<file path="config.mk">
export PLATFORM = sky130hd
export DESIGN_NAME = screen_word_pixel_decoder
export DESIGN_NICKNAME = d
export VERILOG_FILES = /design/src/rtl/swpd_pkg.sv /design/src/rtl/screen_word_pixel_decoder.sv
export SDC_FILE = /design/constraint.sdc
export NUM_CORES = 1
export LEC_CHECK = 0
export BUFFER_PORTS_ARGS = -buffer_cell sky130_fd_sc_hd__clkbuf_2
export CAP_MARGIN = 15
export CORE_AREA = 2 2 97 99
export CTS_CLUSTER_SIZE = 24
export DETAILED_ROUTE_END_ITERATION = 7
export DIE_AREA = 0 0 99 101
export PLACE_DENSITY = 0.74
export SYNTH_ARGS = -nofsm -noshare
export SYNTH_HDL_FRONTEND = slang
export SYNTH_SLANG_ARGS = --single-unit
</file>
<file path="constraint.sdc">
create_clock -name clk -period 1.98 [get_ports clk]
set_input_delay 0.099 -clock clk [delete_from_list [all_inputs] [get_ports clk]]
set_output_delay 0.099 -clock clk [all_outputs]
set_load 0.01 [all_outputs]
</file>
<file path="src/rtl/swpd_pkg.sv">
// ----------------------------------------------------------------------------
// swpd_pkg
// Shared types, register map and color tables for the screen word decoder.
// ----------------------------------------------------------------------------
package swpd_pkg;

  localparam int AddrW   = 20;
  localparam int WordW   = 16;
  localparam int PixW    = 8;
  localparam int XW      = 9;
  localparam int YW      = 8;
  localparam int PaddrW  = 4;
  localparam int PdataW  = 32;
  localparam int RegIdxW = 2;

  // register indexes (byte address = 4 * index)
  localparam logic [RegIdxW-1:0] REG_SCREEN_MODE = 2'd0;
  localparam logic [RegIdxW-1:0] REG_REFRESH_DIS = 2'd1;
  localparam logic [RegIdxW-1:0] REG_DEBUG_ACT   = 2'd2;

  localparam logic [AddrW-1:0] BANK_SPLIT = 20'h28000;
  localparam int MODE_BANK_BIT  = 7;
  localparam int MODE_EIGHT_BIT = 3;

  typedef struct packed {
    logic [AddrW-1:0] byte_address;
    logic [WordW-1:0] data_word;
  } swpd_in_t;

  typedef struct packed {
    logic            drawn;
    logic [XW-1:0]   x_pos;
    logic [YW-1:0]   y_pos;
    logic [PixW-1:0] pix0;
    logic [PixW-1:0] pix1;
    logic [PixW-1:0] pix2;
    logic [PixW-1:0] pix3;
    logic [PixW-1:0] pix4;
    logic [PixW-1:0] pix5;
    logic [PixW-1:0] pix6;
    logic [PixW-1:0] pix7;
  } swpd_out_t;

  function automatic logic [PixW-1:0] four_colour_lut(input logic [1:0] code);
    logic [PixW-1:0] c;
    case (code)
      2'd0:    c = 8'd0;
      2'd1:    c = 8'd249;
      2'd2:    c = 8'd250;
      2'd3:    c = 8'd255;
      default: c = 8'd0;
    endcase
    return c;
  endfunction

  function automatic logic [PixW-1:0] eight_colour_lut(input logic [3:0] code);
    logic [PixW-1:0] c;
    case (code)
      4'd0:    c = 8'd0;
      4'd1:    c = 8'd252;
      4'd2:    c = 8'd249;
      4'd3:    c = 8'd253;
      4'd4:    c = 8'd250;
      4'd5:    c = 8'd253;
      4'd6:    c = 8'd254;
      4'd7:    c = 8'd255;
      4'd8:    c = 8'd250;
      4'd9:    c = 8'd254;
      4'd10:   c = 8'd251;
      4'd11:   c = 8'd255;
      4'd12:   c = 8'd0;
      4'd13:   c = 8'd252;
      4'd14:   c = 8'd249;
      4'd15:   c = 8'd251;
      default: c = 8'd0;
    endcase
    return c;
  endfunction

endpackage

</file>
<file path="src/rtl/screen_word_pixel_decoder.sv">
// ----------------------------------------------------------------------------
// screen_word_pixel_decoder
// Decodes one screen memory write into a row, a column and eight pixels.
// ----------------------------------------------------------------------------
//  channel | direction | handshake          | payload
//  in_     | input     | in_valid/in_ready  | in_data  (swpd_in_t)
//  out_    | output    | out_valid/out_ready| out_data (swpd_out_t)
//  cfg     | input     | APB psel/penable   | paddr/pwdata/prdata
//
//  One transfer per cycle unless stalled; a result shows in the next cycle.
//  The only storage on the data path is the result register; a new input is
//  taken whenever that register is empty or is emptied in the same cycle.
//  rst_n (synchronous) clears out_valid and all config registers.
//  A stalled output holds the result and stalls the input.
// ----------------------------------------------------------------------------
module screen_word_pixel_decoder (
  input  logic                      clk,
  input  logic                      rst_n,
  input  logic                      in_valid,
  output logic                      in_ready,
  input  swpd_pkg::swpd_in_t        in_data,
  output logic                      out_valid,
  input  logic                      out_ready,
  output swpd_pkg::swpd_out_t       out_data,
  input  logic                      psel,
  input  logic                      penable,
  input  logic                      pwrite,
  input  logic [swpd_pkg::PaddrW-1:0] paddr,
  input  logic [swpd_pkg::PdataW-1:0] pwdata,
  output logic [swpd_pkg::PdataW-1:0] prdata,
  output logic                      pready
);

  logic [7:0] screen_mode_r;
  logic       refresh_dis_r;
  logic       debug_act_r;
  logic       out_valid_r;
  swpd_pkg::swpd_out_t out_data_r;
  swpd_pkg::swpd_out_t res_nxt;

  logic [swpd_pkg::RegIdxW-1:0] reg_idx;
  logic                         cfg_wr;
  logic                         in_xfer;

  assign pready  = 1'b1;
  assign reg_idx = paddr[swpd_pkg::PaddrW-1:2];
  assign cfg_wr  = psel & penable & pwrite & pready;

  always_ff @(posedge clk) begin
    if (!rst_n) begin
      screen_mode_r <= '0;
      refresh_dis_r <= 1'b0;
      debug_act_r   <= 1'b0;
    end else if (cfg_wr) begin
      case (reg_idx)
        swpd_pkg::REG_SCREEN_MODE: screen_mode_r <= pwdata[7:0];
        swpd_pkg::REG_REFRESH_DIS: refresh_dis_r <= pwdata[0];
        swpd_pkg::REG_DEBUG_ACT:   debug_act_r   <= pwdata[0];
        default: ;
      endcase
    end
  end

  always_comb begin
    case (reg_idx)
      swpd_pkg::REG_SCREEN_MODE: prdata = {24'd0, screen_mode_r};
      swpd_pkg::REG_REFRESH_DIS: prdata = {31'd0, refresh_dis_r};
      swpd_pkg::REG_DEBUG_ACT:   prdata = {31'd0, debug_act_r};
      default:                   prdata = '0;
    endcase
  end

  // decode
  always_comb begin
    logic [7:0]  hi;
    logic [7:0]  lo;
    logic [14:0] offset;
    logic        upper;
    logic        draw;
    logic [swpd_pkg::PixW-1:0] pix [8];

    hi     = in_data.data_word[15:8];
    lo     = in_data.data_word[7:0];
    offset = in_data.byte_address[14:0];
    upper  = (in_data.byte_address >= swpd_pkg::BANK_SPLIT);
    draw   = !refresh_dis_r && !debug_act_r &&
             (upper == screen_mode_r[swpd_pkg::MODE_BANK_BIT]);

    for (int k = 0; k < 8; k++) begin
      if (screen_mode_r[swpd_pkg::MODE_EIGHT_BIT]) begin
        // pixel pairs share one 4-bit code, two bits from each byte
        pix[k] = swpd_pkg::eight_colour_lut({hi[7-2*(k/2)], hi[6-2*(k/2)],
                                             lo[7-2*(k/2)], lo[6-2*(k/2)]});
      end else begin
        pix[k] = swpd_pkg::four_colour_lut({hi[7-k], lo[7-k]});
      end
    end

    res_nxt = '0;
    if (draw) begin
      res_nxt.drawn = 1'b1;
      res_nxt.x_pos = {offset[6:0], 2'b00};
      res_nxt.y_pos = offset[14:7];
      res_nxt.pix0  = pix[0];
      res_nxt.pix1  = pix[1];
      res_nxt.pix2  = pix[2];
      res_nxt.pix3  = pix[3];
      res_nxt.pix4  = pix[4];
      res_nxt.pix5  = pix[5];
      res_nxt.pix6  = pix[6];
      res_nxt.pix7  = pix[7];
    end
  end

  assign in_ready = !out_valid_r || out_ready;
  assign in_xfer  = in_valid && in_ready;

  always_ff @(posedge clk) begin
    if (!rst_n) begin
      out_valid_r <= 1'b0;
    end else if (in_ready) begin
      out_valid_r <= in_valid;
    end
  end

  always_ff @(posedge clk) begin
    if (in_xfer) begin
      out_data_r <= res_nxt;
    end
  end

  assign out_valid = out_valid_r;
  assign out_data  = out_data_r;

endmodule

</file>
After elaboration in Yosys (flattened, before gate mapping)
Memory sizes are Yosys's and may differ from the RTL's.
Index checks and enable logic that the tools add are counted.
W data, S select, Z words.
{"block": "op_classes", "n_bitwise": 2, "n_reduce_logical": 19, "eq_ne": 27, "order_cmp": 1, "muxes": 18}
{"operator": "$pmux W8 S4", "n": 8}
{"operator": "$mux W82", "n": 1}
{"operator": "$mux W8", "n": 8}
{"operator": "$eq A2 B2 Y1 const B", "n": 17}
{"operator": "$pmux W8 S3", "n": 1}
{"operator": "$ge A20 B18 Y1 const B", "n": 1}
{"operator": "$eq A2 B1 Y1 const B", "n": 9}
{"operator": "$logic_not A2 Y1", "n": 9}
{"operator": "$reduce_and A2 Y1", "n": 3}
{"operator": "$logic_and A1 B1 Y1", "n": 3}
{"operator": "$logic_not A1 Y1", "n": 3}
{"operator": "$and A1 B1 Y1", "n": 2}
{"operator": "$eq A1 B1 Y1", "n": 1}
{"operator": "$logic_or A1 B1 Y1", "n": 1}
{"block": "totals", "word_cells": 91, "romBits": 1024, "output_inout_bits": 117, "inputBits": 79, "mem_count": 8, "register_bits": 93}
{"memory": "(name not given)", "words": 16, "word_bits": 8, "read_ports": 1, "rd_ports_with_merged_regs": 0, "wr": 0, "line": "swpd_pkg.sv:58", "rtl": "case (code)"}
{"memory": "(name not given)", "words": 16, "word_bits": 8, "read_ports": 1, "rd_ports_with_merged_regs": 0, "wr": 0, "line": "swpd_pkg.sv:58"}
{"memory": "(name not given)", "words": 16, "word_bits": 8, "read_ports": 1, "rd_ports_with_merged_regs": 0, "wr": 0, "line": "swpd_pkg.sv:58"}
{"memory": "(name not given)", "words": 16, "word_bits": 8, "read_ports": 1, "rd_ports_with_merged_regs": 0, "wr": 0, "line": "swpd_pkg.sv:58"}
{"memory": "(name not given)", "words": 16, "word_bits": 8, "read_ports": 1, "rd_ports_with_merged_regs": 0, "wr": 0, "line": "swpd_pkg.sv:58"}
{"memory": "(name not given)", "words": 16, "word_bits": 8, "read_ports": 1, "rd_ports_with_merged_regs": 0, "wr": 0, "line": "swpd_pkg.sv:58"}
{"memory": "2 more memories"}

Longest topological paths before layout
Gate-level depths: netlist (run 1).
{"block": "logic_depth", "word_depth": 4, "ltp_mapped": 6, "ltp_nobuf": 5}

Worst setup path after synthesis (run 1)
No wires, ideal clock.
{"block": "synth_timing", "path_type": "register -> register", "start": "register out_valid_r, in the netlist out_valid", "end": "register out_data_r, in the netlist out_data[0] (enable)", "synth_period_minus_slack_ps": 2072, "arrival_ps": 1662, "required_ps": 1569, "slack_ps": -92, "path_buffers": 0, "stages_incl_launch_ff": 3, "setup_ps": 411, "cell_sequence": "dfxtp_1 > nand2b_1 > and2_1"}
{"block": "synth_between", "elab_chain_len": 3}
{"element": "start: declaration", "line": "screen_word_pixel_decoder.sv:37", "rtl": "logic out_valid_r;"}
{"element": "start signal: assignment", "line": "screen_word_pixel_decoder.sv:122", "rtl": "out_valid_r <= in_valid;"}
{"element": "$logic_not A1 Y1", "line": "screen_word_pixel_decoder.sv:115", "rtl": "assign in_ready = !out_valid_r || out_ready;"}
{"element": "$logic_or A1 B1 Y1", "line": "screen_word_pixel_decoder.sv:115"}
{"element": "via in_ready", "line": "screen_word_pixel_decoder.sv:20", "rtl": "output logic in_ready,"}
{"element": "$logic_and A1 B1 Y1", "line": "screen_word_pixel_decoder.sv:116", "rtl": "assign in_xfer = in_valid && in_ready;"}
{"element": "via in_xfer", "line": "screen_word_pixel_decoder.sv:43", "rtl": "logic in_xfer;"}
{"element": "end signal: assignment", "line": "screen_word_pixel_decoder.sv:128", "rtl": "out_data_r <= res_nxt;"}
{"element": "end: declaration", "line": "screen_word_pixel_decoder.sv:38", "rtl": "swpd_pkg::swpd_out_t out_data_r;"}
The timed path passes the listed nets, and every way through them passes these cells.
A chain may end at the register's enable or synchronous reset.

Worst setup path after layout (run 1)
{"block": "layout_timing", "start": "register debug_act_r", "end": "register out_data_r, in the netlist out_data[62] (data pin)"}
{"block": "layout_between", "elab_chain_len": 3}
{"element": "start: declaration", "line": "screen_word_pixel_decoder.sv:36", "rtl": "logic debug_act_r;"}
{"element": "start signal: assignment", "line": "screen_word_pixel_decoder.sv:58", "rtl": "swpd_pkg::REG_DEBUG_ACT: debug_act_r <= pwdata[0];"}
{"element": "$logic_not A1 Y1", "line": "screen_word_pixel_decoder.sv:86", "rtl": "draw = !refresh_dis_r && !debug_act_r &&"}
{"element": "$logic_and A1 B1 Y1 (2 in a row)", "line": "screen_word_pixel_decoder.sv:86"}
No other way between the ends.

==> metrics.csv, run 1 <==
metric,value,unit
status,finished clean,
CTS buffer count,9,
Hold WC Path Type,input pin to flip-flop,
CTS Buffer Depth,2,
post-cts sizing count,0,
Critical Path End Type,flip-flop,
Synth Register Bits,59,
Rows,35,
async set-reset flop share out of synthesis,0,%
clock sinks,59,
fin cells,566,
endpoints failing setup,0,
Peak VDD IR,434,uV
worst slew pin tran,584,ps
worst r2r path cells,5,
RSZ-0062 raised after global routing,no,
largest net degree at the start of global routing,43,
placed cell count,549,
clk_skew,11.6,ps
Die Width,99,um
Synth Cell Area,3440,um^2
CP arrival,1710,ps
first-pass GRT wire length,10.8,mm
Yosys top cell by area,edfxtp_1,
CP Data Required Time,2160,ps
crit share post-route,77.2,%
clock-pin slew on the worst setup and hold paths,80,ps
gpl congestion,0.805,
Yosys warnings,0,
Initial DRC Count,68,
critical path class,flip-flop to flip-flop,
Main synth FF type,edfxtp_1,
port bufs,142,
CP Max Fanout,30,
DRT Pass-1 Iters,4,
CTS tree,built,
CTS Root Cell,clkbuf_8,
Antenna diodes,0,
detailed-placement wirelength estimate,4.89,mm
DR WL/cell,11.9,um
fmax,654,MHz
gr usage total,13.3,%
Synth cell types,40,
H-tree lvl count,3,
die area,10000,um^2
Post-Route WL,6.73,mm
pre-CTS worst setup slack,454,ps
Tot Pwr,3.23,mW
R2R Path Start,debug_act_r,
P per Cell Area,778,nW/um^2
DR DRC count,0,
number of global-route vias before repair,2361,
r2r setup slk,450,ps
Hold Startpoint,pwdata[4],
Leakage,1.84,nW
top cell type's share of synthesized area,42.0,%
num ports,196,
area of the core,8980,um^2
crit path time final,1530,ps
Area after DPL,3890,um^2
Die H,101,um
initial antenna violation count,0,
initial core utilization,38.3,%
Crit. Startpoint,debug_act_r,
reg2reg end,out_data[62],
"top cells by area, synth","edfxtp_1 (42%), buf_4 (13%), dfxtp_1 (6.4%)",
post-route setup slack,452,ps
multi-input logic area,1280,um^2
Pins Over Slew Limit,0,
final hold vios,0,
cells after synthesis,350,
Final Util,46.3,%
post-route ant nets,0,
max_slew headroom,60.1,%
CP Launch Type,flip-flop,
WHS Path Cells,3,
Critical Path Slowest Stage Cell,or3_1,
fillers,846,
Seq. cell area,1660,um^2
Overflow after GRT,0,
Min Hold Slack,22.2,ps
CP max stage delay,410,ps
via/cell ratio,4.72,
Max-Cap Viols,0,
setup TNS,0,ps
syn avg cell area,9.82,um^2
Final nets,529,
Vias,2672,
sequential area share after synthesis,48.4,%
Worst Hold Path EP,screen_mode_r[4],
area delta synth->final,20.9,%
clk_lat worst skew,340,ps
Post-synth EDFFs,48,
Final Cell Area,4150,um^2
worst-path cell chain,or3_1 > nor4_4 > nor2_4 > buf_12 > nor3_1,
layout cells sized above 1,37.1,%
## worst max-delay path by stage
stage	to	slack, ps	cells after the start
CTS	out_data[62]	440	5
global placement	out_data[54]	470	5
detailed placement	out_data[62]	450	5
finish	out_data[62]	450	5
floorplan	out_data[0]	420	2
global route	out_data[62]	340	5
## cells by family (layout without fill, tap and decap cells)
logic type             count (synthesis)  after routing  synth area share [%]
flip-flops                            59             59                  48.4
other                                  2             27                 0.219
buffers and inverters                 92            172                  17.2
AND/OR/NAND/NOR                      118            118                  18.8
AO/OA/AOI/OAI                         66             66                  11.7
multiplexers                          13             13                  3.79
## repair_timing
item,in CTS,in global routing
hold buffers,1,0
buffers inserted,0,0
hold endpoints to repair,1,0
## power by group
group	internal (mW)	total, mW	leakage (nW)	switching (mW)
sequential	1.41	1.44	0.576	0.0278
clock	0.844	1.36	0.120	0.521
combinational	0.167	0.426	1.14	0.259
## routing by layer
metal | GRT usage, % | part of all wire [%] | vias to the layer above
li1 | - | - | 1325
met1 | 16.1 | 42 | 1217
met2 | 22.8 | 50 | 121
met3 | 3.68 | 7.7 | 9
met4 | 5.06 | 1.2 | 0
met5 | 0 | 0 | -
## placed cells by master, fill, tap and decap left out, types with 4 or more instances in the layout
cell,count
conb_1,27
nor3_1,5
o22ai_1,6
clkbuf_8,9
nand3b_1,4
nor2b_1,16
nand2b_1,5
o21ai_0,14
nor2_1,24
nand2_1,25
a21oi_1,25
mux2i_1,13
dfxtp_1,11
clkbuf_2,142
edfxtp_1,48
o21a_1,5
nand3_1,6
and2_1,22
inv_1,8
## cell usage after synthesis, types with 2 or more instances
master and count:
nand3b_1 4, a21boi_0 2, a32oi_1 2, o21ai_0 14, nor3b_1 3, nand4_1 2, a2111oi_0 2, nand2_1 25
buf_6 2, buf_2 4, a21oi_1 25, nor3_1 5, o211a_1 2, clkbuf_1 17, nand2b_1 5, edfxtp_1 48
mux2i_1 13, a31oi_1 3, buf_4 59, o22ai_1 6, conb_1 2, nand3_1 6, o21a_1 5, inv_1 8
and2_1 23, nor2b_1 16, nor2_1 24, dfxtp_1 11
## layout make-up
cell class                 count  share of cell area, %
tap                          111                   3.34
timing repair buffer         147                   19.0
inverter                       9                  0.874
clock buffer                   9                   2.98
multi-input combinational    224                   30.8
clock inverter                 7                   2.98
sequential                    59                   40.0
## critical path: cells and delay by family, from the launching register on
kind | cells | cell delay (ps)
simple gates | 4 | 870
buf+inv | 1 | 170
flops | 1 | 330
## flip-flops by register name (all words and copies together) (netlist names)
register       cells
debug_act_r        1
out_valid          1
out_data          48
refresh_dis_r      1
screen_mode_r      8
(Power assumes the default switching activity.)
==> run 2: changes to the inputs <==
- clock period: 1.98 -> 1.35 ns (I/O delays scaled with it)
==> metrics.csv, run 2 (synthesized netlist as in run 1, its figures left out) <==
metric,value,unit,change
endpoints failing setup,47,,+47
most frequent cells in the layout,"clkbuf_2 (142), edfxtp_1 (48), conb_1 (27)",,
CP Max Fanout,30,,unchanged
Hold Startpoint,in_data[23],,
worst r2r path cells,5,,unchanged
clk_skew,10.7,ps,-0.939 ps
final hold vios,0,,unchanged
Worst Hold Path EP,out_data[64],,
gpl congestion,0.805,,about the same
Critical Path End Type,flip-flop,,
Post-Route WL,7.38,mm,+9.7%
gr usage total,14.4,%,+1.0 points
area delta synth->final,25.8,%,
CP Launch Type,flip-flop,,
DR WL/cell,12.5,um,+5.4%
Pins Over Slew Limit,0,,unchanged
Final Util,48.1,%,+1.9 points
largest net degree at the start of global routing,31,,-28%
Vias,2781,,+4.1%
CP arrival,1650,ps,-60 ps
max_slew headroom,64.4,%,+4.3 points
critical path class,flip-flop to flip-flop,,
crit share post-route,108,%,+31 points
Critical Path Slowest Stage Cell,or3_4,,
CTS buffer count,9,,unchanged
status,"complete, but fails checks",,
fmax,687,MHz,+5.0%
CP Data Required Time,1540,ps,-620 ps
CTS tree,built,,
P per Cell Area,990,nW/um^2,+27%
Initial DRC Count,150,,+120%
Die Width,99,um,unchanged
WHS Path Cells,2,,-1
clk_lat worst skew,340,ps,about the same
clock-pin slew on the worst setup and hold paths,70,ps,about the same
post-route setup slack,-106,ps,-558 ps
area of the core,8980,um^2,unchanged
RSZ-0062 raised after global routing,yes,,
num ports,196,,unchanged
H-tree lvl count,3,,unchanged
initial core utilization,38.3,%,unchanged
max FFs per register,48,,unchanged
pre-CTS worst setup slack,-164,ps,-618 ps
CP max stage delay,390,ps,-20 ps
violations in the final reports,negative setup slack,,
worst slew pin tran,521,ps,-62.4 ps
DR DRC count,0,,unchanged
CTS Root Cell,clkbuf_8,,
first-pass GRT wire length,11.3,mm,+4.4%
Rows,35,,unchanged
detailed-placement wirelength estimate,5.42,mm,+11%
"commonest non-fill, non-tap cell in the layout",clkbuf_2,,
reg2reg end,out_data[54],,
layout cells sized above 1,39.1,%,+2.0 points
port bufs,142,,unchanged
R2R Path Start,debug_act_r,,
Hold WC Path Type,input pin to flip-flop,,
r2r setup slk,-110,ps,-560 ps
Peak VDD IR,435,uV,+0.30%
Die H,101,um,unchanged
clock sinks,59,,unchanged
crit path time final,1460,ps,-72.2 ps
CTS Buffer Depth,2,,unchanged
worst-path cell chain,or3_4 > nor4_4 > nor2_4 > buf_12 > nor3_2,,
Max-Cap Viols,0,,unchanged
number of global-route vias before repair,2413,,+2.2%
via/cell ratio,4.72,,about the same
Overflow after GRT,0,,unchanged
Leakage,1.94,nW,+5.2%
Tot Pwr,4.28,mW,+32%
die area,10000,um^2,unchanged
DRT Pass-1 Iters,4,,unchanged
Final nets,553,,+4.5%
post-route ant nets,0,,unchanged
initial antenna violation count,0,,unchanged
Antenna diodes,0,,unchanged
## run 2: layout make-up
type	instances	area [um^2]
fillers	844	4660
flip-flops and latches	59	1660
multi-input cells	224	1310
repair buffers	171	998
well taps	111	139
clock buffers	11	131
clock inverters	4	42.5
inverters	9	36.3
## run 2: worst max-delay path by stage
stage	from	to	slack, ps	cells after the start
2_1_floorplan	debug_act_r	out_data[54]	-40	5
3_3_place_gp	debug_act_r	out_data[54]	-90	5
3_5_place_dp	screen_mode_r[3]	out_data[24]	-160	5
4_1_cts	debug_act_r	out_data[54]	-130	5
5_1_grt	debug_act_r	out_data[54]	-170	5
6_report	debug_act_r	out_data[54]	-110	5
## run 2: metrics by stage
stage	cells	TNS (ps)	hold WS [ps]	area (um^2)
after global placement	564	-1230	311	4030
final	589	-1960	14.5	4320
after floorplan	375	-197	206	3550
after detailed placement	564	-2740	320	4030
after CTS	589	-2960	0.855	4310
after global routing	589	-6000	0.612	4320
## run 2: worst max-delay path, delay by kind of cell (launching register included)
kind	cells	cell delay, ps
flops	1	320
buf+inv	1	170
simple gates	4	830
## run 2: repair_timing
action	in CTS	in global routing
endpoints found under the hold margin	10	0
resized for setup	3	3
setup buffers	0	0
hold buffers	10	0
endpoints found under the setup margin	47	47
## run 2: report_power, final
group | switching (mW) | internal [mW]
clock network | 0.658 | 0.828
registers | 0.0402 | 2.07
logic | 0.398 | 0.281
## run 2: per-layer routing
layer  up-vias  global-route usage (%)  wire length [um]
met5         -                       0                 0
met4         0                    5.90               121
met3        12                    4.99               644
met2       131                    24.0              3650
met1      1269                    16.9              2970
li1       1369                       -                 -
==> run 3: changes to the inputs <==
- SETUP_SLACK_MARGIN: default -> 0.5
==> metrics.csv, run 3 (synthesized netlist as in run 1, its figures left out) <==
metric,value,unit,change
CTS buffer count,9,,unchanged
Clock power frac,31.6,%,-3.1 points
clock sinks,59,,unchanged
multi-input logic area,1360,um^2,+3.9%
max FFs per register,48,,unchanged
Final nets,571,,+3.3%
met1 usage,17.6,%,+0.65 points
Pins Over Slew Limit,0,,unchanged
via/cell ratio,4.78,,+1.3%
Worst Hold Path EP,out_data[78],,
RSZ-0062 raised after global routing,yes,,
Vias,2909,,+4.6%
CP Max Fanout,8,,-73%
critical path class,flip-flop to flip-flop,,
H-tree lvl count,3,,unchanged
port bufs,142,,unchanged
crit path time final,1500,ps,+39.3 ps
largest net degree at the start of global routing,22,,-29%
WHS Path Cells,2,,unchanged
CTS Buffer Depth,2,,unchanged
endpoints failing setup,46,,-2.1%
clk_lat worst skew,330,ps,about the same
Flop pwr share,48.6,%,-0.8 points
Min Hold Slack,23.1,ps,+8.66 ps
layout cells sized above 1,45.9,%,+6.8 points
Post-Route WL,8.12,mm,+9.9%
CTS tree,built,,
detailed-placement wirelength estimate,5.37,mm,-0.79%
Leakage,2.13,nW,+10%
r2r setup slk,-150,ps,-40 ps
Max-Cap Viols,0,,unchanged
CP Data Required Time,1530,ps,about the same
Die H,101,um,unchanged
worst r2r path cells,5,,unchanged
area of the core,8980,um^2,unchanged
crit share post-route,111,%,+2.9 points
fmax,669,MHz,-2.6%
initial core utilization,38.3,%,unchanged
CP Launch Type,flip-flop,,
CTS Root Cell,clkbuf_8,,
Tot Pwr,4.34,mW,+1.4%
number of global-route vias before repair,2620,,+8.6%
setup TNS,-3230,ps,-1270 ps
P_sw,1.19,mW,+8.5%
max_slew headroom,67.1,%,+2.7 points
clock-pin slew on the worst setup and hold paths,70,ps,about the same
final hold vios,0,,unchanged
clk_skew,10.5,ps,-0.144 ps
most frequent cells in the layout,"buf_2 (79), clkbuf_2 (52), edfxtp_1 (48)",,
Die Width,99,um,unchanged
R2R Path Start,debug_act_r,,
num ports,196,,unchanged
Antenna diodes,0,,unchanged
Comb pwr share,19.8,%,+3.9 points
CP arrival,1670,ps,+20 ps
DR WL/cell,13.3,um,+6.5%
DR DRC count,0,,unchanged
Seq. cell area,1680,um^2,+0.75%
met3 usage,3.54,%,-1.5 points
area delta synth->final,39.1,%,
Pint,3.15,mW,-1.1%
grt met2 use,28.8,%,+4.8 points
status,"complete, but fails checks",,
die area,10000,um^2,unchanged
Initial DRC Count,117,,-22%
Hold Startpoint,in_data[20],,
Critical Path End Type,flip-flop,,
P per Cell Area,907,nW/um^2,-8.3%
DRT Pass-1 Iters,4,,unchanged
Rows,35,,unchanged
violations in the final reports,negative setup slack,,
"commonest non-fill, non-tap cell in the layout",buf_2,,
post-route setup slack,-145,ps,-39.3 ps
reg2reg end,out_data[38],,
Peak VDD IR,392,uV,-10%
initial antenna violation count,0,,unchanged
gpl congestion,0.829,,+3.0%
gr usage total,15.6,%,+1.2 points
Overflow after GRT,0,,unchanged
Hold WC Path Type,input pin to flip-flop,,
first-pass GRT wire length,12.4,mm,+9.5%
post-route ant nets,0,,unchanged
fillers,775,,-8.2%
Switching Fraction,27.5,%,+1.8 points
"Most Used Layer, Global Route",met2,,
worst slew pin tran,482,ps,-39.7 ps
run 3: how the worst max path moves through the flow:
stage / endpoint / cells past startpoint / start / slack [ps]
2_1_floorplan: out_data[38] / 5 / debug_act_r / -30
3_3_place_gp: out_data[38] / 5 / debug_act_r / -90
3_5_place_dp: out_data[54] / 3 / screen_mode_r[3] / -160
4_1_cts: out_data[54] / 5 / debug_act_r / -150
5_1_grt: out_data[54] / 5 / debug_act_r / -200
6_report: out_data[38] / 5 / debug_act_r / -150
run 3: metal layers:
metal / vias up / wire length (um)
met2: 144 / 4230
met3: 13 / 656
met1: 1345 / 3100
met5: - / 0
met4: 0 / 136
li1: 1407 / -
run 3: final cells by class:
class                           instances  share of cell area [%]
Timing Repair Buffer                  189                    29.4
Sequential cell                        59                    35.1
Multi-Input combinational cell        224                    28.5
Clock buffer                           11                    2.75
Tap cell                              111                    2.91
Clock inverter                          5                   0.654
Inverter                                9                   0.759
run 3: power groups by stage:
stage	Sequential [mW]	Clock, mW	Combinational (mW)
2_1_floorplan	2.20	0	0.453
3_3_place_gp	2.15	0	0.654
3_5_place_dp	2.15	0	0.667
4_1_cts	2.11	1.42	0.838
5_1_grt	2.12	1.48	0.934
6_report	2.11	1.37	0.859
run 3: worst max-delay path, stage by stage, from the launching register on:
cell and delay [ps]:
dfxtp_2 320, or3_4 390, nor4_4 200, nor2_4 90, buf_4 180, nor3_2 170
run 3: stage by stage:
stage               util, %  worst slack, ps  instance area [um^2]  instances
CTS                    52.2             -154                  4680        606
global route           53.2             -199                  4780        608
finish                 53.2             -145                  4780        608
global placement       45.2            -88.3                  4060        564
floorplan                 -            -28.5                  3600        375
detailed placement     45.2             -158                  4060        564
run 3: timing repair:
item | 4_1_cts | 5_1_grt
setup buffers | 13 | 2
endpoints found under the hold margin | 8 | 0
endpoints found under the setup margin | 187 | 186
gates resized for setup | 33 | 106
gates cloned | 5 | 0
pin swaps | 2 | 2
hold buffers | 8 | 0
